===== src/rtl/stwp_ram.sv =====
// Generic single-port-write, single-port-read RAM with a registered read.
// No dependencies.
module stwp_ram #(
  parameter int WIDTH = 16,
  parameter int DEPTH = 256,
  localparam int ADDR_W = $clog2(DEPTH)
) (
  input  logic              clk,
  input  logic              we,
  input  logic [ADDR_W-1:0] waddr,
  input  logic [WIDTH-1:0]  wdata,
  input  logic              re,
  input  logic [ADDR_W-1:0] raddr,
  output logic [WIDTH-1:0]  rdata
);

  logic [WIDTH-1:0] mem [DEPTH];

  always_ff @(posedge clk) begin
    if (we) begin
      mem[waddr] <= wdata;
    end
    if (re) begin
      rdata <= mem[raddr];
    end
  end

endmodule


===== config.mk =====
export PLATFORM = sky130hd
export DESIGN_NAME = stwp_ram
export DESIGN_NICKNAME = d
export VERILOG_FILES = /design/src/rtl/stwp_ram.sv
export SDC_FILE = /design/constraint.sdc
export NUM_CORES = 2
export LEC_CHECK = 0
export BUFFER_PORTS_ARGS = -buffer_cell sky130_fd_sc_hd__buf_2
export CAP_MARGIN = 20
export CORE_MARGIN = 2
export CORE_UTILIZATION = 52
export CTS_CLUSTER_DIAMETER = 40
export DETAILED_ROUTE_END_ITERATION = 12
export GPL_TIMING_DRIVEN = 1
export PLACE_DENSITY = 0.75
export SYNTH_ARGS = -nofsm -noshare
export SYNTH_HDL_FRONTEND = slang
export SYNTH_SLANG_ARGS = --single-unit

===== constraint.sdc =====
create_clock -name clk -period 2.4 [get_ports clk]
set_input_delay 0.24 -clock clk [delete_from_list [all_inputs] [get_ports clk]]
set_output_delay 0.24 -clock clk [all_outputs]
set_load 0.01 [all_outputs]

==> results.yml <==
run_status:
  status: "finished with violations"
  violations: "negative setup slack"
timing:
  tns_ns: -2.77
  finalMaxSlewViolations: 0
  fin_ws_ns: -0.339
  fin_crit_ns: 2.74
  worst_pin_slew_ns: 1.11
  slew_headroom: 0.254
  post-route-period-util: 1.14
  fin_skew_ns: 0.0540
  setup_viol_count_final: 16
  rsz0062_at_grt: "yes"
  hold_viol_final: 0
  timing.fmax_mhz: 365
die:
  fp.dieW_um: 557
  rows: 202
  io_pins: 51
  core_area_um2: 303000
  start_util: 0.524
  die_h_um: 557
  die_area_um2: 310000
worst_hold_path:
  hp-class: "primary input to flop"
synthesis:
  ys_ff_latch: 4112
  syn-num-nets: 7395
  synthTopCellsByArea: "edfxtp_1 78%, mux4_2 11%, mux2i_1 3.6%"
  yosys.area.top_type: "edfxtp_1"
  ys_seq_area_frac: 0.777
  yosysUniqueCellTypes: 51
  synth_edf_count: 4112
  synth_warnings: 0
  synthesis.instances: 7360
  synth_area_um2: 159000
  ys_async_sr_fraction: 0
  synth_top_area_share: 0.777
  ys.flop_type: "edfxtp_1"
  synth.avg_cell_area_um2: 21.6
finish:
  regArea_um2: 123000
  multi_input_area_um2: 33600
  area_growth_pct: 19.3
  nets: 8532
  final_cell_mix: "4112 x edfxtp_1, 797 x mux4_2, 767 x buf_4, 565 x mux2i_1, 456 x clkbuf_16"
  final_common_cell: "edfxtp_1"
  num-fill-cells: 19200
  drive_gt1_frac: 0.320
setup_path:
  path_buf_inv: 1
  critPathArrivalTime_ns: 3.42
  slowest_delay_ns: 0.55
  crit_family: "multiplexers"
  cp_max_fo: 1
  crit_chain: "mux4_2, mux4_2, a22o_4, o32ai_4, buf_4, nor4_2"
  worstPathRequired_ns: 3.08
  crit_type: "flop to flop"
  path_common_cell: "mux4_2"
  cp-start-kind: "flop"
  crit_slowest_cell: "mux4_2"
  end_kind: "flop"
global_route:
  grt_overflow_total: 0
  grt_pass1_vias: 85500
  grt_pass1_wl_mm: 616
  grt_max_degree: 118
  grt_usage: 0.277
  antenna_found_initial: 20
place:
  place_congestion: 0.947
  portBuffers: 50
  dp_hpwl_mm: 261
power_and_ir_drop:
  seq_power_share: 0.502
  p_sw_mw: 34.4
  pwr_density_cell_nw_per_um2: 834
  total_power_mw: 158
  p_clk_frac: 0.443
  power_frac_comb: 0.055
  p_leak_nw: 61.9
  vdd_ir_drop_max_uv: 686
  intPower_mw: 124
  power_switching_share: 0.218
clock_network:
  cts_tree: "yes"
  cts_max_level: 5
  root_buffer: "clkbuf_16"
  postCtsSetupBuffers: 0
  clockBufferDepth: 4
  clock_latency_ns: 0.96
  cts_sinks: 4112
  numCtsBuffers: 452
  clk_pin_slew_ns: 0.07
flow_run:
  cap_violations: 0
route:
  firstDrtPassIters: 8
  wl_mm: 432
  vias: 84800
  dr.first_iter.drc_count: 12400
  drtAntennaViolNets: 0
  drc: 0
  viasPerCell: 6.59
  wl_per_cell_um: 33.5
-- worst paths after layout --
| path | to | slack (ns) | depth (start not counted) | start |
|---|---|---|---|---|
| worst max-delay path | rdata[5] | -0.34 | 6 | mem[55][5] |
| worst max register to register | rdata[5] | -0.34 | 6 | mem[55][5] |
| worst min-delay path | mem[167][6] | 0.13 | 4 | waddr[1] |
| worst min register to register | rdata[7] | 1.21 | 6 | mem[211][7] |
-- metal layers --
layer / wire length [µm] / vias to the layer above / GRT usage
met5: 27 / - / 0
met2: 208000 / 5952 / 0.445
met4: 23700 / 4 / 0.135
met3: 50200 / 1004 / 0.0634
li1: - / 33700 / -
met1: 149000 / 44200 / 0.359
-- Yosys cell counts, types with 35 or more instances --
| cell | count |
|---|---|
| a21oi_1 | 175 |
| a22oi_1 | 43 |
| buf_2 | 76 |
| buf_6 | 77 |
| clkbuf_1 | 230 |
| edfxtp_1 | 4112 |
| mux2_2 | 88 |
| mux2i_1 | 565 |
| mux4_2 | 797 |
| nand2_1 | 38 |
| nand3_1 | 35 |
| nor2_1 | 304 |
| nor3_1 | 92 |
| o21ai_0 | 37 |
| o221ai_1 | 252 |
| o22ai_1 | 148 |
-- cell families (layout without fill, tap and decap cells) --
family                 count (synthesis)  in the layout  synth area share
AO/OA/AOI/OAI                        786            786            0.0353
buffers and inverters                456           1975            0.0169
other                                  0             17                 0
multiplexers                        1450           1450             0.155
flip-flops                          4112           4112             0.777
AND/OR/NAND/NOR                      556            556            0.0157
-- flip-flops by register name, indices dropped and copies added, names as in the netlist --
register	cells
rdata	16
mem	4096
-- per-stage QoR --
stage | hold WS [ns] | cells | setup slack [ns] | area [µm²] | utilization
2_1_floorplan | 0.339 | 7360 | -0.00500 | 159000 | -
3_3_place_gp | 0.534 | 12000 | -1.45 | 173000 | 0.571
3_5_place_dp | 0.536 | 12000 | -1.46 | 173000 | 0.571
4_1_cts | 0.0771 | 12900 | -0.407 | 189000 | 0.624
5_1_grt | 0.139 | 12900 | -0.334 | 190000 | 0.625
6_report | 0.131 | 12900 | -0.339 | 190000 | 0.625
-- tightest hold or removal path, delay by kind of cell --
family | cells | cell delay [ns]
buffers and inverters | 2 | 0.39
AND/OR/NAND/NOR | 2 | 0.24
-- power by group through the flow --
stage	clock network, mW	registers (mW)	logic (mW)
finish	70.1	79.3	8.74
CTS	70.5	79.3	8.51
global placement	0	80.8	7.99
detailed placement	0	80.8	8.18
floorplan	0	80.8	3.92
global route	73.3	79.3	9.00
-- layout make-up --
cell class / instances / share of cell area
Antenna cell: 17 / 0.000224
Tap cell: 3978 / 0.0262
Clock buffer: 513 / 0.0613
Sequential cell: 4112 / 0.651
Clock inverter: 323 / 0.0191
Multi-Input combinational cell: 2792 / 0.177
Inverter: 4 / 0.000145
Timing Repair Buffer: 1135 / 0.0643
-- repair_timing --
item | in CTS | in global routing
hold buffers | 17 | 0
setup endpoints to repair | 16 | 16
endpoints found under the hold margin | 1505 | 0
pin swaps | 25 | 22
resized for setup | 117 | 50
No activity file was read; power rests on OpenSTA's default activity.
