[config.mk]
export PLATFORM = sky130hd
export DESIGN_NAME = stwp_table_fill
export DESIGN_NICKNAME = d
export VERILOG_FILES = /design/src/rtl/stwp_pkg.sv /design/src/rtl/stwp_table_fill.sv
export SDC_FILE = /design/constraint.sdc
export NUM_CORES = 1
export LEC_CHECK = 0
export ABC_AREA = 1
export BUFFER_PORTS_ARGS = -buffer_cell sky130_fd_sc_hd__buf_2
export CAP_MARGIN = 20
export CORE_MARGIN = 3
export CORE_UTILIZATION = 32
export DETAILED_ROUTE_END_ITERATION = 10
export PLACE_DENSITY_LB_ADDON = 0.05
export SLEW_MARGIN = 20
export SYNTH_ARGS = -nofsm -noshare
export SYNTH_HDL_FRONTEND = slang
export SYNTH_SLANG_ARGS = --single-unit
[constraint.sdc]
create_clock -name clk -period 2.5 [get_ports clk]
set_input_delay 0.5 -clock clk [delete_from_list [all_inputs] [get_ports clk]]
set_output_delay 0.5 -clock clk [all_outputs]
set_load 0.05 [all_outputs]
[src/rtl/stwp_pkg.sv]
// Package for the sine table waveform player.
// Holds field widths, register indexes and the pipeline control type.
// No dependencies.
package stwp_pkg;

  localparam int DEFAULT_TABLE_POINTS = 256;
  localparam int DEFAULT_SINE_BITS    = 16;

  localparam int PERIOD_W    = 24;
  localparam int MAG_W       = 16;
  localparam int OFFSET_W    = 17;
  localparam int CODE_W      = 16;
  localparam int INDEX_W     = 8;
  localparam int CFG_INDEX_W = 2;
  localparam int CFG_DATA_W  = 24;
  localparam int SUM_W       = MAG_W + 4;

  localparam int MIDSCALE = 32768;
  localparam int CODE_MAX = 65535;

  typedef enum logic [CFG_INDEX_W-1:0] {
    REG_PERIOD    = 2'd0,
    REG_MAGNITUDE = 2'd1,
    REG_OFFSET    = 2'd2
  } cfg_reg_e;

  typedef struct packed {
    logic valid;
    logic park;
  } stage_ctl_t;

endpackage

[src/rtl/stwp_table_fill.sv]
// Loads the sine table into the sample RAM after reset, one entry per cycle.
// The entries are worked out at elaboration; depends on stwp_pkg.
module stwp_table_fill
  import stwp_pkg::*;
#(
  parameter int TABLE_POINTS = DEFAULT_TABLE_POINTS,
  parameter int SINE_BITS    = DEFAULT_SINE_BITS,
  localparam int PHASE_W = $clog2(TABLE_POINTS)
) (
  input  logic                 clk,
  input  logic                 rst,
  output logic                 we,
  output logic [PHASE_W-1:0]   waddr,
  output logic [SINE_BITS-1:0] wdata,
  output logic                 fill_done
);

  localparam longint unsigned HALF_PI_Q30 = 64'd1686629713;
  localparam int SH = 31 - SINE_BITS;

  function automatic logic [SINE_BITS-1:0] sine_entry(input int unsigned p);
    longint unsigned q;
    longint unsigned quad;
    longint unsigned rem;
    longint unsigned m;
    longint unsigned x;
    longint unsigned x2;
    longint unsigned term;
    longint unsigned sum;
    longint unsigned mag;
    longint unsigned lim;
    logic [SINE_BITS-1:0] e;
    q    = 64'd4 * longint'(p);
    quad = q / TABLE_POINTS;
    rem  = q % TABLE_POINTS;
    m    = quad[0] ? (longint'(TABLE_POINTS) - rem) : rem;
    x    = (HALF_PI_Q30 * m) / TABLE_POINTS;
    x2   = (x * x) >> 30;
    term = x;
    sum  = x;
    term = ((term * x2) >> 30) / 6;
    sum  = sum - term;
    term = ((term * x2) >> 30) / 20;
    sum  = sum + term;
    term = ((term * x2) >> 30) / 42;
    sum  = sum - term;
    term = ((term * x2) >> 30) / 72;
    sum  = sum + term;
    term = ((term * x2) >> 30) / 110;
    sum  = sum - term;
    term = ((term * x2) >> 30) / 156;
    sum  = sum + term;
    mag  = (sum + (64'd1 << (SH - 1))) >> SH;
    lim  = (64'd1 << (SINE_BITS - 1)) - 64'd1;
    if (mag > lim) begin
      mag = lim;
    end
    e = SINE_BITS'(mag);
    if (quad >= 64'd2) begin
      e = -e;
    end
    return e;
  endfunction

  logic [SINE_BITS-1:0] table_init [TABLE_POINTS];

  for (genvar g = 0; g < TABLE_POINTS; g++) begin : g_table
    assign table_init[g] = sine_entry(g);
  end

  logic [PHASE_W-1:0] fill_addr;

  always_ff @(posedge clk) begin
    if (rst) begin
      fill_addr <= '0;
      fill_done <= 1'b0;
    end else if (!fill_done) begin
      if (fill_addr == PHASE_W'(TABLE_POINTS - 1)) begin
        fill_done <= 1'b1;
      end else begin
        fill_addr <= fill_addr + 1'b1;
      end
    end
  end

  assign we    = !fill_done;
  assign waddr = fill_addr;
  assign wdata = table_init[fill_addr];

endmodule

==> metrics.yaml <==
drv_slew: 0
avgSynthCellArea_sq_um: 4.74
avgRoutedWirePerCell_um: 24.7
final_nets: 1189
hold_class: "in -> reg"
dr.pass1.iters: 6
synthCells: 965
grt_pass1_wl_mm: 48.5
clkSinkCount: 9
clkSlewWorstSetupHoldPaths_ps: 40
synth-edff-count: 0
synth_compound_area_frac: 0.176
antenna_cells: 0
synth_nets: 988
synth_fa_ha_area_frac: 0.0575
cp.arrival_ps: 2380
drc: 0
wl_mm: 33.2
yosysWarnings: 0
hpwl_mm: 26.1
endpoint_kind: "output port"
timing.hold.ws_ps: 447
fin_worst_skew_ps: 3.96
cts-root-buf: "clkbuf_16"
initial_core_util: 0.328
crit_slowest_cell: "ha_4"
maxCapViolCount: 0
synth-simple-area-share: 0.609
htree_levels: 1
worstMarginPinSlew_ps: 654
total_leakage_power_nw: 3.80
die_area_sq_um: 15800
hold_viol_final: 0
timing.final.ws_setup_ps: -378
antenna_found_initial: 2
status: "finished, violations left"
grt_use_total: 0.406
clk_latency_ps: 240
gr-total-overflow: 0
synth_xor_area_frac: 0
ios: 28
fin_crit_sh: 1.15
avgViaCountPerCell: 6.01
cts_hold_buf: 0
cts_made_buffers: 3
synthMuxAreaShare: 0
syn_to_final_growth_pct: 61.9
drive_above_1_share: 0.360
cp_common_cell: "nand2_1"
clockBufferDepth: 2
synth_top_family_by_area: "simple AND/OR/NAND/NOR gates"
total_power_w: 0.00204
yosysSeqAreaShare: 0.0394
synth_area_sq_um: 4570
synth_common_cells: "nand2_1, nand3_1, nor2_1, inv_1, o21ai_0"
core_sq_um: 13900
cts_tree: "done"
path_class: "reg -> out"
rsz0062_at_grt: "yes"
grt_pass1_vias: 7636
violations: "negative setup slack"
cp_cell_sequence: "clkinvlp_4 > ha_4 > nand2_4 > nand2_1 > nor2_1 > o21bai_1 > nand3_2 > nand2_1 > nand2_1 > nand2_2 > clkinvlp_4 > buf_8"
ys_top_cells_by_area: "nand2_1, nand3_1, nor2_1, o21ai_0, a21oi_1"
synth_top_cell_area_share: 0.318
crit_family: "simple AND/OR/NAND/NOR gates"
synth_most_common_cell: "nand2_1"
die_w_um: 126
vdd_drop_max_mv: 0.456
p_per_area_nw_per_um2: 275
fill_cells: 1544
critPathBufInv: 3
antenna_left: 0
drtIter0Drc: 1274
cpPeakStageDelay_ps: 440
worst-r2r-setup-slack_ps: 360
num_rows: 43
max_slew_margin: 0.562
worstPathMaxFanout: 6
finalSetupViolCount: 15
gp_congestion: 1.08
grt_max_degree: 38
vias: 8080
synth_ff_type: "dfxtp_1"
crit_path_start_kind: "flip-flop"
synth-seq-cells: 9
synth-async-reset-ratio: 0
fmax_mhz: 347
io_buffers: 27
finalCriticalPeriod_ps: 2880
die_h_um: 126
yosysTopAreaCell: "nand2_1"
critPathRequiredTime_ps: 2000
synth.distinct_cells: 35
==> per-layer routing <==
metal  routed length, um  vias to the layer above  global-route usage
met3                3940                      163              0.0846
met5                  11                        -                   0
met2               14100                      635               0.598
li1                    -                     3573                   -
met4                2790                        2               0.283
met1               12400                     3707               0.525
==> power breakdown <==
part | switching, W | internal [W]
Clock | 0.0000851 | 0.000215
Sequential | 0.00000543 | 0.000149
Combinational | 0.000965 | 0.000618
Total | 0.00106 | 0.000982
==> cell usage in the layout (no fill, tap or decap), types with 7 or more instances in the layout <==
cell type	count
a21oi_1	42
a21oi_2	11
buf_12	12
buf_2	12
buf_4	204
buf_6	11
buf_8	8
ha_1	9
ha_4	8
inv_1	48
inv_2	13
nand2_1	334
nand2_2	39
nand2_4	18
nand3_1	135
nand3_2	11
nand4_1	15
nor2_1	77
nor2_2	20
nor2_4	10
o211ai_1	11
o21ai_0	40
o21ai_1	14
o21ai_2	7
==> cell families after synthesis <==
family / Yosys count
simple gates: 669
buf+inv: 122
fa+ha+maj: 21
flops: 9
compound gates: 144
==> state kept, by name, summed over array words and instances (netlist names) <==
| name | cells |
|---|---|
| waddr | 8 |
| fill_done | 1 |
==> final cells by class <==
class	instances	area, sq um	area share
Sequential cell	9	191	0.0259
Clock buffer	4	78.8	0.0107
Multi-Input combinational cell	834	4530	0.613
Inverter	71	294	0.0397
Tap cell	180	225	0.0304
Timing Repair Buffer	247	2080	0.281
==> path summary, 6_finish.rpt <==
path             from         to  cells after the start
max          waddr[1]   wdata[6]                     12
min               rst  fill_done                      2
max reg2reg  waddr[0]   waddr[5]                     13
min reg2reg  waddr[2]   waddr[2]                      2
==> through the flow <==
stage	util	TNS [ps]	setup WS (ps)	cells	area, sq um
final	0.531	-4260	-378	1345	7400
after global routing	0.531	-5770	-465	1345	7400
after CTS	0.502	-3540	-381	1338	7000
after detailed placement	0.466	-2900	-330	1329	6490
after global placement	0.466	-3060	-363	1329	6490
after floorplan	-	-619	-92.4	965	4700
==> repair_timing <==
action                                  in CTS  in global routing
cloned                                       0                  0
resized for setup                          127                 94
setup buffers                                5                  8
pin swaps                                   14                 33
hold endpoints to repair                     0                  0
endpoints found under the setup margin      15                 15
(Power assumes the default switching activity.)
