**src/rtl/stwp_pkg.sv**
```systemverilog
// Package for the sine table waveform player.
// Holds field widths, register indexes and the pipeline control type.
// No dependencies.
package stwp_pkg;

  localparam int DEFAULT_TABLE_POINTS = 256;
  localparam int DEFAULT_SINE_BITS    = 16;

  localparam int PERIOD_W    = 24;
  localparam int MAG_W       = 16;
  localparam int OFFSET_W    = 17;
  localparam int CODE_W      = 16;
  localparam int INDEX_W     = 8;
  localparam int CFG_INDEX_W = 2;
  localparam int CFG_DATA_W  = 24;
  localparam int SUM_W       = MAG_W + 4;

  localparam int MIDSCALE = 32768;
  localparam int CODE_MAX = 65535;

  typedef enum logic [CFG_INDEX_W-1:0] {
    REG_PERIOD    = 2'd0,
    REG_MAGNITUDE = 2'd1,
    REG_OFFSET    = 2'd2
  } cfg_reg_e;

  typedef struct packed {
    logic valid;
    logic park;
  } stage_ctl_t;

endpackage

```
**src/rtl/stwp_sample_path.sv**
```systemverilog
// Sample pipeline: table read, amplitude multiply, offset add and saturation.
// Holds the output register; depends on stwp_pkg.
module stwp_sample_path
  import stwp_pkg::*;
#(
  parameter int TABLE_POINTS = DEFAULT_TABLE_POINTS,
  parameter int SINE_BITS    = DEFAULT_SINE_BITS,
  localparam int PHASE_W = $clog2(TABLE_POINTS)
) (
  input  logic                       clk,
  input  logic                       rst,
  input  stage_ctl_t                 issue,
  input  logic [PHASE_W-1:0]         issue_phase,
  output logic                       issue_ready,
  output logic                       table_re,
  input  logic [SINE_BITS-1:0]       table_rdata,
  input  logic [MAG_W-1:0]           magnitude,
  input  logic signed [OFFSET_W-1:0] offset,
  output logic                       out_valid,
  input  logic                       out_ready,
  output logic [CODE_W-1:0]          dac_code,
  output logic [INDEX_W-1:0]         sample_index
);

  localparam int PROD_W = MAG_W + 1 + SINE_BITS;
  localparam logic signed [SUM_W-1:0] SUM_MAX = SUM_W'(CODE_MAX);

  stage_ctl_t                 s1;
  logic [PHASE_W-1:0]         s1_phase;
  stage_ctl_t                 s2;
  logic [PHASE_W-1:0]         s2_phase;
  logic signed [PROD_W-1:0]   s2_product;
  logic                       out_load;
  logic                       s2_ready;
  logic signed [SUM_W-1:0]    scaled;
  logic signed [SUM_W-1:0]    sum;
  logic [CODE_W-1:0]          code;

  assign out_load    = !out_valid || out_ready;
  assign s2_ready    = !s2.valid || out_load;
  assign issue_ready = !s1.valid || s2_ready;
  assign table_re    = issue_ready;

  always_comb begin
    scaled = SUM_W'(s2_product >>> (SINE_BITS - 1));
    sum    = SUM_W'(MIDSCALE) + SUM_W'(offset) + scaled;
    if (s2.park) begin
      code = CODE_W'(MIDSCALE);
    end else if (sum < 0) begin
      code = '0;
    end else if (sum > SUM_MAX) begin
      code = CODE_W'(CODE_MAX);
    end else begin
      code = sum[CODE_W-1:0];
    end
  end

  always_ff @(posedge clk) begin
    if (rst) begin
      s1        <= '0;
      s2        <= '0;
      out_valid <= 1'b0;
    end else begin
      if (issue_ready) begin
        s1 <= issue;
      end
      if (s2_ready) begin
        s2 <= s1;
      end
      if (out_load) begin
        out_valid <= s2.valid;
      end
    end
  end

  always_ff @(posedge clk) begin
    if (issue_ready) begin
      s1_phase <= issue_phase;
    end
    if (s2_ready) begin
      s2_phase   <= s1_phase;
      s2_product <= $signed({1'b0, magnitude}) * $signed(table_rdata);
    end
    if (out_load) begin
      dac_code     <= code;
      sample_index <= INDEX_W'(s2_phase);
    end
  end

endmodule

```
**config.mk**
```make
export PLATFORM = sky130hd
export DESIGN_NAME = stwp_sample_path
export DESIGN_NICKNAME = d
export VERILOG_FILES = /design/src/rtl/stwp_pkg.sv /design/src/rtl/stwp_sample_path.sv
export SDC_FILE = /design/constraint.sdc
export NUM_CORES = 1
export LEC_CHECK = 0
export BUFFER_PORTS_ARGS = -buffer_cell sky130_fd_sc_hd__buf_4
export CORE_MARGIN = 2
export CORE_UTILIZATION = 63
export DETAILED_ROUTE_END_ITERATION = 8
export MAX_ROUTING_LAYER = met4
export PLACE_DENSITY = 0.83
export SLEW_MARGIN = 20
export SYNTH_ARGS = -nofsm -noshare
export SYNTH_HDL_FRONTEND = slang
export SYNTH_SLANG_ARGS = --single-unit
```
**constraint.sdc**
```tcl
create_clock -name clk -period 8.47 [get_ports clk]
set_clock_uncertainty 0.15 [all_clocks]
set_input_delay 0.847 -clock clk [delete_from_list [all_inputs] [get_ports clk]]
set_output_delay 0.847 -clock clk [all_outputs]
set_load 0.02 [all_outputs]
```
==> flow_metrics.tcl <==
set metrics [dict create \
    cts_tree "built" \
    die_x_um 140 \
    slew_viol_final 0 \
    cts_sinks 63 \
    clock_latency_ns 0.33 \
    min_from "s1_phase[3]$_DFFE_PP_" \
    holdCritPathClass "register to register" \
    antenna_found_initial 0 \
    grt_usage_pct 28.0 \
    syn_area_per_cell_um2 9.70 \
    dr.pass1.iters 5 \
    async_flop_share_pct 0 \
    ant_nets 0 \
    synth-main-ff-cell "edfxtp_1" \
    initial_core_util_pct 64.5 \
    port_buffers 88 \
    numCtsBuffers 9 \
    wirelength_um 25200 \
    synth_area_um2 11600 \
    drc_errors 0 \
    synth.most_common_cell "inv_1" \
    synth_cell_types 61 \
    run_status "complete, no violations" \
    leakagePower_nw 6.50 \
    synth_simple_gate_area_share_pct 14.0 \
    synth.yosys.seq_area_share_pct 15.8 \
    relSlewSlack_pct 37.1 \
    viasPerCell 5.59 \
    clk_pin_slew_ns 0.05 \
    min_path_cells 0 \
    synth_area_leaders "fa_1 33%, ha_1 17%, edfxtp_1 15%" \
    post_drt_wl_per_cell_um 16.9 \
    post-route-period-util_pct 78.3 \
    diodes 0 \
    placementRows 49 \
    cts_resized 0 \
    powerDensity_nw_per_um2 423 \
    drive_above_1_share_pct 10.1 \
    synth_largest_area_cell "fa_1" \
    rr_startpoint "s2_product[16]$_DFFE_PP_" \
    syn_inst 1198 \
    synth_compound_area_share_pct 7.39 \
    netlist_top_cells_count "266 x inv_1, 194 x fa_1, 154 x ha_1" \
    htreeDepth 3 \
    pin_count 89 \
    num_vias 8336 \
    coreArea_um2 18000 \
    nFillCells 1347 \
    synth-warning-count 0 \
    finalCriticalPeriod_ns 6.63 \
    reg2regPathDepth 12 \
    die_h_um 140 \
    synthAdderAreaFrac_pct 50.0 \
    cts_setup_buffers 0 \
    die-area_um2 19500 \
    drv_cap 0 \
    drt_iter0_drc 443 \
    dp_hpwl_um 19900 \
    end_kind "register" \
    tightest_slew_ns 0.943 \
    cts_hold_buf 0 \
    synth-xor-area-share_pct 2.11 \
    finalSetupViolations 0 \
    gp_congestion 0.936 \
    synth-edff-count 58 \
    clk_path_buf_depth 2 \
    final_nets 1668 \
    finalHoldViolations 0 \
    cp-start-kind "input pin" \
    crit_type "input pin to register" \
    synth_top_family_by_area "adder cells" \
    synthMuxAreaShare_pct 0.581 \
    cts-root-buf "clkbuf_16" \
    utilization_pct 70.5 \
    max_clock_freq_ghz 0.151 \
    grt_pass1_wl_um 42100 \
    worstPathMaxFanout 16 \
    area_growth_pct 9.33 \
    peakVddDrop_mv 0.466 \
    cp.required_ns 8.47 \
    startpoint "magnitude[7]" \
    yosysTopAreaCellShare_pct 33.4 \
    grt_pass1_vias 8954 \
    overflow 0 \
    syn_nets 1608 \
    tns_ns 0 \
    grt_max_degree 28 \
    ys_ff_latch 63 \
    rsz0062_at_grt "no" \
    worstPathArrival_ns 6.64 \
]
## metrics by stage
step	hold slack (ns)	setup slack (ns)	instance area, um2	instances	total power, W
2_1_floorplan	0.250	1.94	11600	1198	0.00404
3_3_place_gp	0.251	1.65	12400	1476	0.00481
3_5_place_dp	0.255	1.50	12400	1476	0.00497
4_1_cts	0.266	1.85	12700	1492	0.00538
5_1_grt	0.273	1.56	12700	1492	0.00599
6_report	0.267	1.84	12700	1492	0.00537
## per-layer routing
| metal | vias up | GRT usage (%) | routed length [um] |
|---|---|---|---|
| li1 | 3848 | - | - |
| met1 | 4155 | 33.8 | 9820 |
| met2 | 269 | 48.2 | 13200 |
| met3 | 64 | 4.51 | 1530 |
| met4 | 0 | 8.95 | 692 |
| met5 | - | - | 0 |
## logic make-up (layout without fill, tap and decap cells)
kind of cell / count (synthesis) / count (layout)
compound gates: 116 / 116
flops: 63 / 63
simple gates: 332 / 332
xor+xnor: 28 / 28
fa+ha+maj: 348 / 348
buf+inv: 306 / 371
mux: 5 / 5
## power breakdown
group	internal, W	switching (W)	total (W)
combinational	0.00187	0.00251	0.00437
sequential	0.000607	0.0000288	0.000635
clock	0.000227	0.000135	0.000362
total	0.00270	0.00267	0.00537
## final timing paths
check / end / slack [ns]
hold reg to reg: s2_phase[3]$_DFFE_PP_ / 0.27
setup reg to reg: dac_code[2]$_SDFFCE_PP0P_ / 4.67
hold / removal: s2_phase[3]$_DFFE_PP_ / 0.27
setup / recovery: s2_product[31]$_DFFE_PP_ / 1.84
## cell usage in the layout (no fill, tap or decap), types with 8 or more instances in the layout
master and count:
ha_1 154, nand3_1 10, buf_4 88, o21ai_0 12, a21o_1 14, xnor2_1 22, a21oi_1 32, fa_1 194
nand2b_1 11, a31oi_2 10, edfxtp_1 58, nor2_1 34, inv_1 266, and2_1 113, clkbuf_16 9, a31oi_1 8
nand2_1 142
## critical path, cell delays in order
cell and delay [ns]:
buf_4 0.22, nand2_1 0.11, fa_1 0.55, inv_1 0.06, fa_1 0.49, inv_1 0.06, fa_1 0.53, inv_1 0.05
fa_1 0.45, fa_1 0.49, inv_1 0.05, fa_1 0.47, inv_1 0.04, ha_1 0.32, a21oi_1 0.15, nor2_1 0.13
nor2_1 0.05, o311ai_1 0.62, o41ai_4 0.17, o211a_1 0.31, a2111o_1 0.38, o311ai_1 0.08
## registers in the layout, indices dropped and copies added, names as in the netlist
signal / cells
dac_code: 16
out_valid: 1
s1: 2
s1_phase: 8
s2: 2
s2_phase: 8
s2_product: 18
sample_index: 8
## cell type report
class                           count  area [um2]  area share (%)
Tap cell                          229         287            2.26
Timing Repair Buffer               88         661            5.20
Multi-Input combinational cell    829        8620            67.8
Sequential cell                    63        1840            14.5
Inverter                          267        1000            7.89
Clock buffer                        9         225            1.77
Clock inverter                      7        71.3           0.561
No activity file was read; power rests on OpenSTA's default activity.
