## src/rtl/stwp_pkg.sv

```systemverilog
// Package for the sine table waveform player.
// Holds field widths, register indexes and the pipeline control type.
// No dependencies.
package stwp_pkg;

  localparam int DEFAULT_TABLE_POINTS = 256;
  localparam int DEFAULT_SINE_BITS    = 16;

  localparam int PERIOD_W    = 24;
  localparam int MAG_W       = 16;
  localparam int OFFSET_W    = 17;
  localparam int CODE_W      = 16;
  localparam int INDEX_W     = 8;
  localparam int CFG_INDEX_W = 2;
  localparam int CFG_DATA_W  = 24;
  localparam int SUM_W       = MAG_W + 4;

  localparam int MIDSCALE = 32768;
  localparam int CODE_MAX = 65535;

  typedef enum logic [CFG_INDEX_W-1:0] {
    REG_PERIOD    = 2'd0,
    REG_MAGNITUDE = 2'd1,
    REG_OFFSET    = 2'd2
  } cfg_reg_e;

  typedef struct packed {
    logic valid;
    logic park;
  } stage_ctl_t;

endpackage

```

## src/rtl/stwp_sequencer.sv

```systemverilog
// Configuration registers, tick counter, table position and parked flag.
// Decides which transactions issue a sample; depends on stwp_pkg.
module stwp_sequencer
  import stwp_pkg::*;
#(
  parameter int TABLE_POINTS = DEFAULT_TABLE_POINTS,
  localparam int PHASE_W = $clog2(TABLE_POINTS)
) (
  input  logic                       clk,
  input  logic                       rst,
  input  logic                       in_fire,
  input  logic                       tick_present,
  input  logic                       cfg_fire,
  input  logic [CFG_INDEX_W-1:0]     cfg_index,
  input  logic [CFG_DATA_W-1:0]      cfg_data,
  output stage_ctl_t                 issue,
  output logic [PHASE_W-1:0]         issue_phase,
  output logic [MAG_W-1:0]           magnitude,
  output logic signed [OFFSET_W-1:0] offset
);

  logic [PERIOD_W-1:0] period;
  logic [PERIOD_W-1:0] tick_count;
  logic [PERIOD_W-1:0] tick_count_next;
  logic [PERIOD_W-1:0] count_inc;
  logic [PHASE_W-1:0]  phase;
  logic [PHASE_W-1:0]  phase_next;
  logic                parked;
  logic                parked_next;
  logic                emit;

  always_comb begin
    count_inc       = tick_count + 1'b1;
    tick_count_next = tick_count;
    phase_next      = phase;
    parked_next     = parked;
    emit            = 1'b0;
    issue.park      = 1'b0;
    if (period == '0) begin
      tick_count_next = '0;
      phase_next      = '0;
      parked_next     = 1'b1;
      emit            = !parked;
      issue.park      = 1'b1;
    end else begin
      parked_next = 1'b0;
      if (tick_present) begin
        if (count_inc >= period) begin
          tick_count_next = '0;
          emit            = 1'b1;
          if (phase == PHASE_W'(TABLE_POINTS - 1)) begin
            phase_next = '0;
          end else begin
            phase_next = phase + 1'b1;
          end
        end else begin
          tick_count_next = count_inc;
        end
      end
    end
    issue.valid = in_fire && emit;
  end

  assign issue_phase = phase;

  always_ff @(posedge clk) begin
    if (rst) begin
      period     <= '0;
      magnitude  <= '0;
      offset     <= '0;
      tick_count <= '0;
      phase      <= '0;
      parked     <= 1'b0;
    end else begin
      if (cfg_fire && cfg_index == REG_PERIOD) begin
        tick_count <= '0;
        phase      <= '0;
        parked     <= 1'b0;
      end else if (in_fire) begin
        tick_count <= tick_count_next;
        phase      <= phase_next;
        parked     <= parked_next;
      end
      if (cfg_fire) begin
        unique case (cfg_reg_e'(cfg_index))
          REG_PERIOD: begin
            period <= cfg_data[PERIOD_W-1:0];
          end
          REG_MAGNITUDE: begin
            magnitude <= cfg_data[MAG_W-1:0];
          end
          REG_OFFSET: begin
            offset <= cfg_data[OFFSET_W-1:0];
          end
          default: begin
          end
        endcase
      end
    end
  end

endmodule

```

## config.mk

```make
export PLATFORM = sky130hd
export DESIGN_NAME = stwp_sequencer
export DESIGN_NICKNAME = d
export VERILOG_FILES = /design/src/rtl/stwp_pkg.sv /design/src/rtl/stwp_sequencer.sv
export SDC_FILE = /design/constraint.sdc
export NUM_CORES = 1
export LEC_CHECK = 0
export CAP_MARGIN = 20
export CORE_MARGIN = 2
export CORE_UTILIZATION = 50
export CTS_CLUSTER_DIAMETER = 60
export DETAILED_ROUTE_END_ITERATION = 10
export DONT_BUFFER_PORTS = 1
export PLACE_DENSITY = 0.76
export SLEW_MARGIN = 15
export SYNTH_ARGS = -nofsm -noshare
export SYNTH_HDL_FRONTEND = slang
export SYNTH_SLANG_ARGS = --single-unit
```

## constraint.sdc

```tcl
create_clock -name clk -period 5.6 [get_ports clk]
set_input_delay 0.28 -clock clk [delete_from_list [all_inputs] [get_ports clk]]
set_output_delay 0.28 -clock clk [all_outputs]
set_load 0.01 [all_outputs]
```

==> qor.yml, run 1 <==
timing:
  finalHoldViolCount: 0
  period_needed_ns: 4.669
  relSlewSlack_pct: 42.03
  rsz0062_at_grt: "no"
  slew_violations: 0
  worstMarginPinSlew_ns: 0.8664
  setup_ws_ns: 0.9308
  fmax_mhz: 214.2
  whs_ns: 0.03274
  finalCritPeriodShare_pct: 83.38
  finalSetupViolCount: 0
  clock_skew_ns: 0.01173
  finalSetupTns_ns: 0
cells_and_area:
  insertedDiodeCount: 0
  area_growth_pct: 5.869
  drive_gt1_share_pct: 4.949
  nets: 638
global_route:
  grt_pass1_wl_um: 18190
  grtUsageTotal_pct: 22.46
  grt-ovfl-total: 0
  antenna_found_initial: 0
  grt_start_max_net_pins: 58
  grt_pass1_vias: 3920
yosys:
  synth_cell_types: 49
  yosysMostFrequentCell: "nand2_1"
  syn_area_sq_um: 4541
  synth.avg_cell_area_sq_um: 7.568
  synthTopCellsByCount: "160 x nand2_1, 90 x a21oi_1, 90 x dfxtp_1"
  synth-seq-area-share_pct: 39.68
  ys_warn_count: 0
  ys_ff_latch: 90
  synth-async-reset-ratio_pct: 0
  synth_top_area_share_pct: 39.68
  synthCells: 600
  synth_edf_count: 0
  ys_top_cells_by_area: "dfxtp_1 40%, nand2_1 13%, a21oi_1 9.9%, ha_1 7.2%, xnor2_1 2.9%"
  synthFlopType: "dfxtp_1"
  synthesis.nets: 657
  synth_top_area_cell: "dfxtp_1"
worst_hold_path:
  hold_path.class: "input port to flip-flop"
  hold_depth: 2
  hold_start: "cfg_data[4]"
  min_to: "magnitude[4]$_SDFFE_PP0P_"
worst_setup_path:
  r2r-start: "tick_count[0]$_SDFFE_PP0P_"
  worst-path-max-fanout: 26
  cp.arrival_ns: 4.39
  ff2ff_setup_slack_ns: 1.30
  critPathLaunchType: "flip-flop"
  reg2reg_depth: 15
  rr_endpoint: "issue_phase[3]$_SDFFE_PP0P_"
  cp.required_ns: 5.32
  criticalPathCategory: "flip-flop to primary output"
  end_kind: "primary output"
floorplan:
  initial_utilization_pct: 51.81
  chipWidth_um: 99.30
  coreArea_sq_um: 8763
  design.portCount: 74
  die_area_sq_um: 9860
  die_h_um: 99.30
  row_count: 34
clock_network:
  cts_max_level: 3
  cts_tree: "done"
  root_buffer: "clkbuf_8"
  path_clk_slew_ns: 0.10
  numCtsBuffers: 9
  cts_resized: 0
  cts.sinks: 90
  clock_latency_ns: 0.37
  clk_path_buf_depth: 2
power_and_ir_drop:
  ir_drop_uv: 167.0
  p_leak_nw: 1.705
  power_density_nw_per_um2: 271.3
drt:
  post_drt_wl_per_cell_um: 15.61
  drc: 0
  vias: 4005
  drtIter0Drc: 157
  viasPerCell: 5.771
  ant_nets: 0
  drtPass1Iterations: 4
  routed_wl_um: 10830
run:
  max_cap_violations: 0
placed_design:
  port_buffers: 0
  pre_cts_ws_ns: 1.322
  gp_congestion: 0.8350
  detailed_place_hpwl_um: 7637
status:
  status: "complete, no violations"
-- cell type report --
class / count / area (sq um)
clock buffer: 9 / 123.9
clock inverter: 7 / 92.59
fill: 830 / 3956
inverter: 25 / 93.84
multi-input combinational: 450 / 2510
sequential: 90 / 1802
tap: 108 / 135.1
timing repair buffer: 5 / 50.05
-- flip-flops by register name, indices dropped and copies added, names as in the netlist --
register and count:
period 24, tick_count 24, offset 17, magnitude 16, issue_phase 8, parked 1
-- worst max-delay path, stage by stage, from the launching register on --
cell,delay [ns]
dfxtp_1,0.44
ha_1,0.25
and3_1,0.26
and4_1,0.32
nand4_1,0.24
nor2_1,0.35
and2_1,0.23
xor2_1,0.22
ha_1,0.26
nand2_1,0.09
nor2_1,0.07
a211o_1,0.30
nor2_2,0.48
buf_4,0.37
a211oi_1,0.13
-- routing by layer --
metal  up-vias  share of wire [%]  global-route usage [%]
met2       122                 48                   36.38
met3        16                8.3                   6.676
met5         -                  0                       0
li1       2003                  -                       -
met4         0                1.8                   8.430
met1      1864                 42                   28.33
-- power by group --
part / internal (mW) / switching (mW) / leakage (nW)
combinational: 0.0436 / 0.105 / 0.866
clock: 0.219 / 0.263 / 0.109
sequential: 0.656 / 0.0175 / 0.729
total: 0.918 / 0.386 / 1.70
-- kinds of logic after synthesis --
| logic type | Yosys count | share of synthesized area, % |
|---|---|---|
| AND/OR/NAND/NOR | 270 | 27.61 |
| AO/OA/AOI/OAI | 131 | 15.84 |
| flip-flops | 90 | 39.68 |
| buffers and inverters | 60 | 5.235 |
| adder cells (fa/ha/maj) | 26 | 7.164 |
| XOR/XNOR | 22 | 4.244 |
| multiplexers | 1 | 0.2205 |
-- worst max path at each step --
stage,startpoint,cells past startpoint,to,slack [ns]
after floorplan,tick_count[0]$_SDFFE_PP0P_,14,issue[1],2.05
after global placement,tick_count[0]$_SDFFE_PP0P_,14,issue[1],1.52
after detailed placement,tick_count[0]$_SDFFE_PP0P_,15,issue_phase[3]$_SDFFE_PP0P_,1.32
after CTS,tick_count[0]$_SDFFE_PP0P_,14,issue[1],0.93
after global routing,tick_count[0]$_SDFFE_PP0P_,14,issue[1],0.58
final,tick_count[0]$_SDFFE_PP0P_,14,issue[1],0.93
-- timing repair --
action / CTS / global route
endpoints found under the hold margin: 57 / 0
hold buffers: 1 / 0
setup buffers: 0 / 0
-- cell usage in the layout, fill, tap and decap left out, types with 3 or more instances in the layout --
cell type / Yosys / layout
nor3_1: 6 / 6
nand2_1: 160 / 160
inv_6: 0 / 3
buf_4: 1 / 4
o211ai_1: 4 / 4
nand4_1: 11 / 11
nor2_1: 15 / 15
nor4_1: 8 / 8
nand3_1: 24 / 24
nand3b_1: 4 / 4
inv_1: 25 / 25
o21ai_0: 19 / 19
and2_1: 7 / 7
xnor2_1: 15 / 15
nor2b_1: 6 / 6
clkbuf_8: 0 / 9
a21oi_1: 90 / 90
nand4b_1: 3 / 3
and3_1: 7 / 7
dfxtp_1: 90 / 90
ha_1: 26 / 26
xor2_1: 7 / 7
o21a_1: 3 / 3
-- through the flow --
step | total power, mW | std cells | cell area, sq um | utilization (%)
floorplan | 0.8048 | 600 | 4541 | -
global placement | 0.8207 | 677 | 4571 | 52.16
detailed placement | 0.8305 | 677 | 4571 | 52.16
CTS | 1.312 | 694 | 4807 | 54.85
global route | 1.351 | 694 | 4807 | 54.85
finish | 1.304 | 694 | 4807 | 54.85
Note: power is estimated with default switching activity, not from simulation.
==> inputs of run 2 (changes only) <==
--- a/config.mk
+++ b/config.mk
@@ -11,7 +11,7 @@
 export CTS_CLUSTER_DIAMETER = 60
 export DETAILED_ROUTE_END_ITERATION = 10
 export DONT_BUFFER_PORTS = 1
-export PLACE_DENSITY = 0.76
+export PLACE_DENSITY = 0.79
 export SLEW_MARGIN = 15
 export SYNTH_ARGS = -nofsm -noshare
 export SYNTH_HDL_FRONTEND = slang
==> constraint.sdc (replaced) <==
create_clock -name clk -period 4 [get_ports clk]
set_input_delay 0.2 -clock clk [delete_from_list [all_inputs] [get_ports clk]]
set_output_delay 0.2 -clock clk [all_outputs]
set_load 0.01 [all_outputs]
==> run 2 against run 1 <==
  * Final area increased by 7.8%
  * Critical endpoint is now issue_phase[7]$_SDFFE_PP0P_
  * Sequential power increased by 40%
  * Largest cell class unchanged
  * Worst setup slack got worse by 0.76 ns
==> qor.yml, run 2 (synthesis results as in run 1) <==
placed_design:
  dpl-instance-area_sq_um: 4608  # was 4571 sq um
  pre_cts_ws_ns: 0.01729  # was 1.322 ns
  gp_congestion: 0.8758  # was 0.8350
  detailed_place_hpwl_um: 7584  # was 7637 um
  port_buffers: 0  # unchanged
global_route:
  antenna_found_initial: 0  # unchanged
  grt_use_met2_pct: 38.93  # was 36.38%
  grt_start_max_net_pins: 58  # unchanged
  grt_pass1_wl_um: 18890  # was 18190 um
  grt-ovfl-total: 0  # unchanged
  use_met1_pct: 28.77  # was 28.33%
  grtUsageTotal_pct: 23.31  # was 22.46%
  grt_pass1_vias: 4089  # was 3920
  grt_use_met3_pct: 6.957  # was 6.676%
  grt_busiest_layer: "met2"  # unchanged
worst_setup_path:
  cp.depth: 13  # was 14
  reg2reg_depth: 13  # was 15
  crit_buf_inv: 0  # was 1
  max_stage_delay_ns: 0.43  # was 0.48 ns
  critPathLaunchType: "flip-flop"  # unchanged
  cp_top_family: "simple AND/OR/NAND/NOR gates"  # unchanged
  worst-path-max-fanout: 13  # was 26
  cp.required_ns: 4.27  # was 5.32 ns
  cpMostUsedCell: "ha_1"
  end_kind: "flip-flop"  # was primary output
  slowest_stage: "or3_1"  # was nor2_2
  cp.arrival_ns: 4.10  # was 4.39 ns
  criticalPathCategory: "flip-flop to flip-flop"  # was flip-flop to primary output
  crit_path_cell_trace: "ha_1 -> and3_2 -> and4_2 -> nand2_1 -> xnor2_1 -> ha_1 -> nand4_1 -> or3_1 -> a311o_1 -> a31oi_4 -> nor2_4 -> or3_4 -> o41ai_1"  # was ha_1 -> and3_1 -> and4_1 -> nand4_1 -> nor2_1 -> and2_1 -> xor2_1 -> ha_1 -> nand2_1 -> nor2_1 -> a211o_1 -> nor2_2 -> buf_4 -> a211oi_1
cells_and_area:
  area_growth_pct: 14.08  # was 5.869%
  layout_commonest_cell: "nand2_1"  # unchanged
  drive_gt1_share_pct: 7.097  # was 4.949%
  post-route-util_pct: 59.11  # was 54.85%
  reg_top3: "period (24), tick_count (24), offset (17)"  # unchanged
  layout_common_cells: "160 x nand2_1, 90 x a21oi_1, 87 x dfxtp_1"  # was 160 x nand2_1, 90 x a21oi_1, 90 x dfxtp_1
  nets: 672  # was 638
  final_cell_area_sq_um: 5180  # was 4807 sq um
  insertedDiodeCount: 0  # unchanged
clock_network:
  root_buffer: "clkbuf_8"  # unchanged
  clk_path_buf_depth: 2  # unchanged
  cts_max_level: 3  # unchanged
  cts.sinks: 90  # unchanged
  clock_latency_ns: 0.38  # was 0.37 ns
  numCtsBuffers: 9  # unchanged
  cts_tree: "done"  # unchanged
  path_clk_slew_ns: 0.10  # about the same
drt:
  post_drt_wl_per_cell_um: 15.53  # was 15.61 um
  drtPass1Iterations: 4  # unchanged
  drc: 0  # unchanged
  routed_wl_um: 11300  # was 10830 um
  drtIter0Drc: 135  # was 157
  vias: 4185  # was 4005
  ant_nets: 0  # unchanged
  viasPerCell: 5.749  # was 5.771
power_and_ir_drop:
  switching_share_pct: 31.40  # was 29.58%
  p_leak_nw: 1.863  # was 1.705 nW
  power_mw: 1.836  # was 1.304 mW
  ir_drop_uv: 292.1  # was 167.0 uV
  share_seq_of_total_power_pct: 51.4  # was 51.6%
  p_int_mw: 1.259  # was 0.9184 mW
  p_sw_mw: 0.5765  # was 0.3857 mW
  pwr-share-clk_pct: 34.5  # was 37.0%
  power_density_nw_per_um2: 354.4  # was 271.3 nW/um^2
  combPwrFrac_pct: 14.1  # was 11.4%
timing:
  whs_ns: 0.06702  # was 0.03274 ns
  setup_ws_ns: 0.1713  # was 0.9308 ns
  worstMarginPinSlew_ns: 0.8789  # was 0.8664 ns
  finalHoldViolCount: 0  # unchanged
  relSlewSlack_pct: 41.40  # was 42.03%
  clock_skew_ns: 0.01234  # was 0.01173 ns
  finalSetupViolCount: 0  # unchanged
  period_needed_ns: 3.829
  slew_violations: 0  # unchanged
  finalCritPeriodShare_pct: 95.72
  fmax_mhz: 261.2
floorplan:
  row_count: 34  # unchanged
  chipWidth_um: 99.30  # unchanged
  initial_utilization_pct: 51.81  # unchanged
  die_area_sq_um: 9860  # unchanged
  die_h_um: 99.30  # unchanged
  coreArea_sq_um: 8763  # unchanged
  design.portCount: 74  # unchanged
run:
  max_cap_violations: 0  # unchanged
status:
  status: "complete, no violations"  # unchanged
worst_hold_path:
  hold_path.class: "input port to flip-flop"  # unchanged
  hold_depth: 2  # unchanged
run 2: changes by cell type in the layout (fill, tap and decap cells not counted), sizes merged:
cell,delta
bufinv,-1
buf,+8
dlygate4sd3,+26
clkinv,+1
run 2: path summary, 6_finish.rpt:
path                              start  slack (ns)                     endpoint
max reg2reg  tick_count[0]$_SDFFE_PP0P_        0.17  issue_phase[7]$_SDFFE_PP0P_
min reg2reg     period[19]$_SDFFE_PP0P_        0.47      period[19]$_SDFFE_PP0P_
max          tick_count[0]$_SDFFE_PP0P_        0.17  issue_phase[7]$_SDFFE_PP0P_
min                             in_fire        0.07  issue_phase[6]$_SDFFE_PP0P_
run 2: repair_timing:
action                                  4_1_cts  5_1_grt
resized for setup                             2       10
gates cloned                                  0        0
hold buffers                                 27        0
endpoints found under the setup margin        2       31
buffers inserted                              0        2
hold endpoints to repair                     58        0
pin swaps                                     0        2
run 2: area by class of cell:
type	instances	area, sq um
Fill cell	779	3583
Multi-Input combinational cell	450	2546
Sequential cell	90	1805
Timing Repair Buffer	39	394.1
Tap cell	108	135.1
Clock buffer	9	123.9
Inverter	25	93.84
Clock inverter	7	81.33
run 2: power by group through the flow:
stage / clock network, mW / logic [mW] / registers (mW)
global placement: 0 / 0.190 / 0.962
CTS: 0.644 / 0.237 / 0.943
finish: 0.634 / 0.259 / 0.943
detailed placement: 0 / 0.198 / 0.963
floorplan: 0 / 0.169 / 0.958
global route: 0.681 / 0.284 / 0.947
run 2: stage by stage:
step	setup TNS, ns	cells
final	0	728
after floorplan	0	600
after detailed placement	0	682
after global placement	0	682
after global routing	-0.03533	728
after CTS	0	725
run 2: layer usage:
layer  vias up  routed length (um)  part of all wire (%)
met4         0                 156                   1.4
li1       2075                   -                     -
met2       133                5529                    49
met1      1962                4785                    42
met3        15                 832                   7.4
met5         -                   0                     0
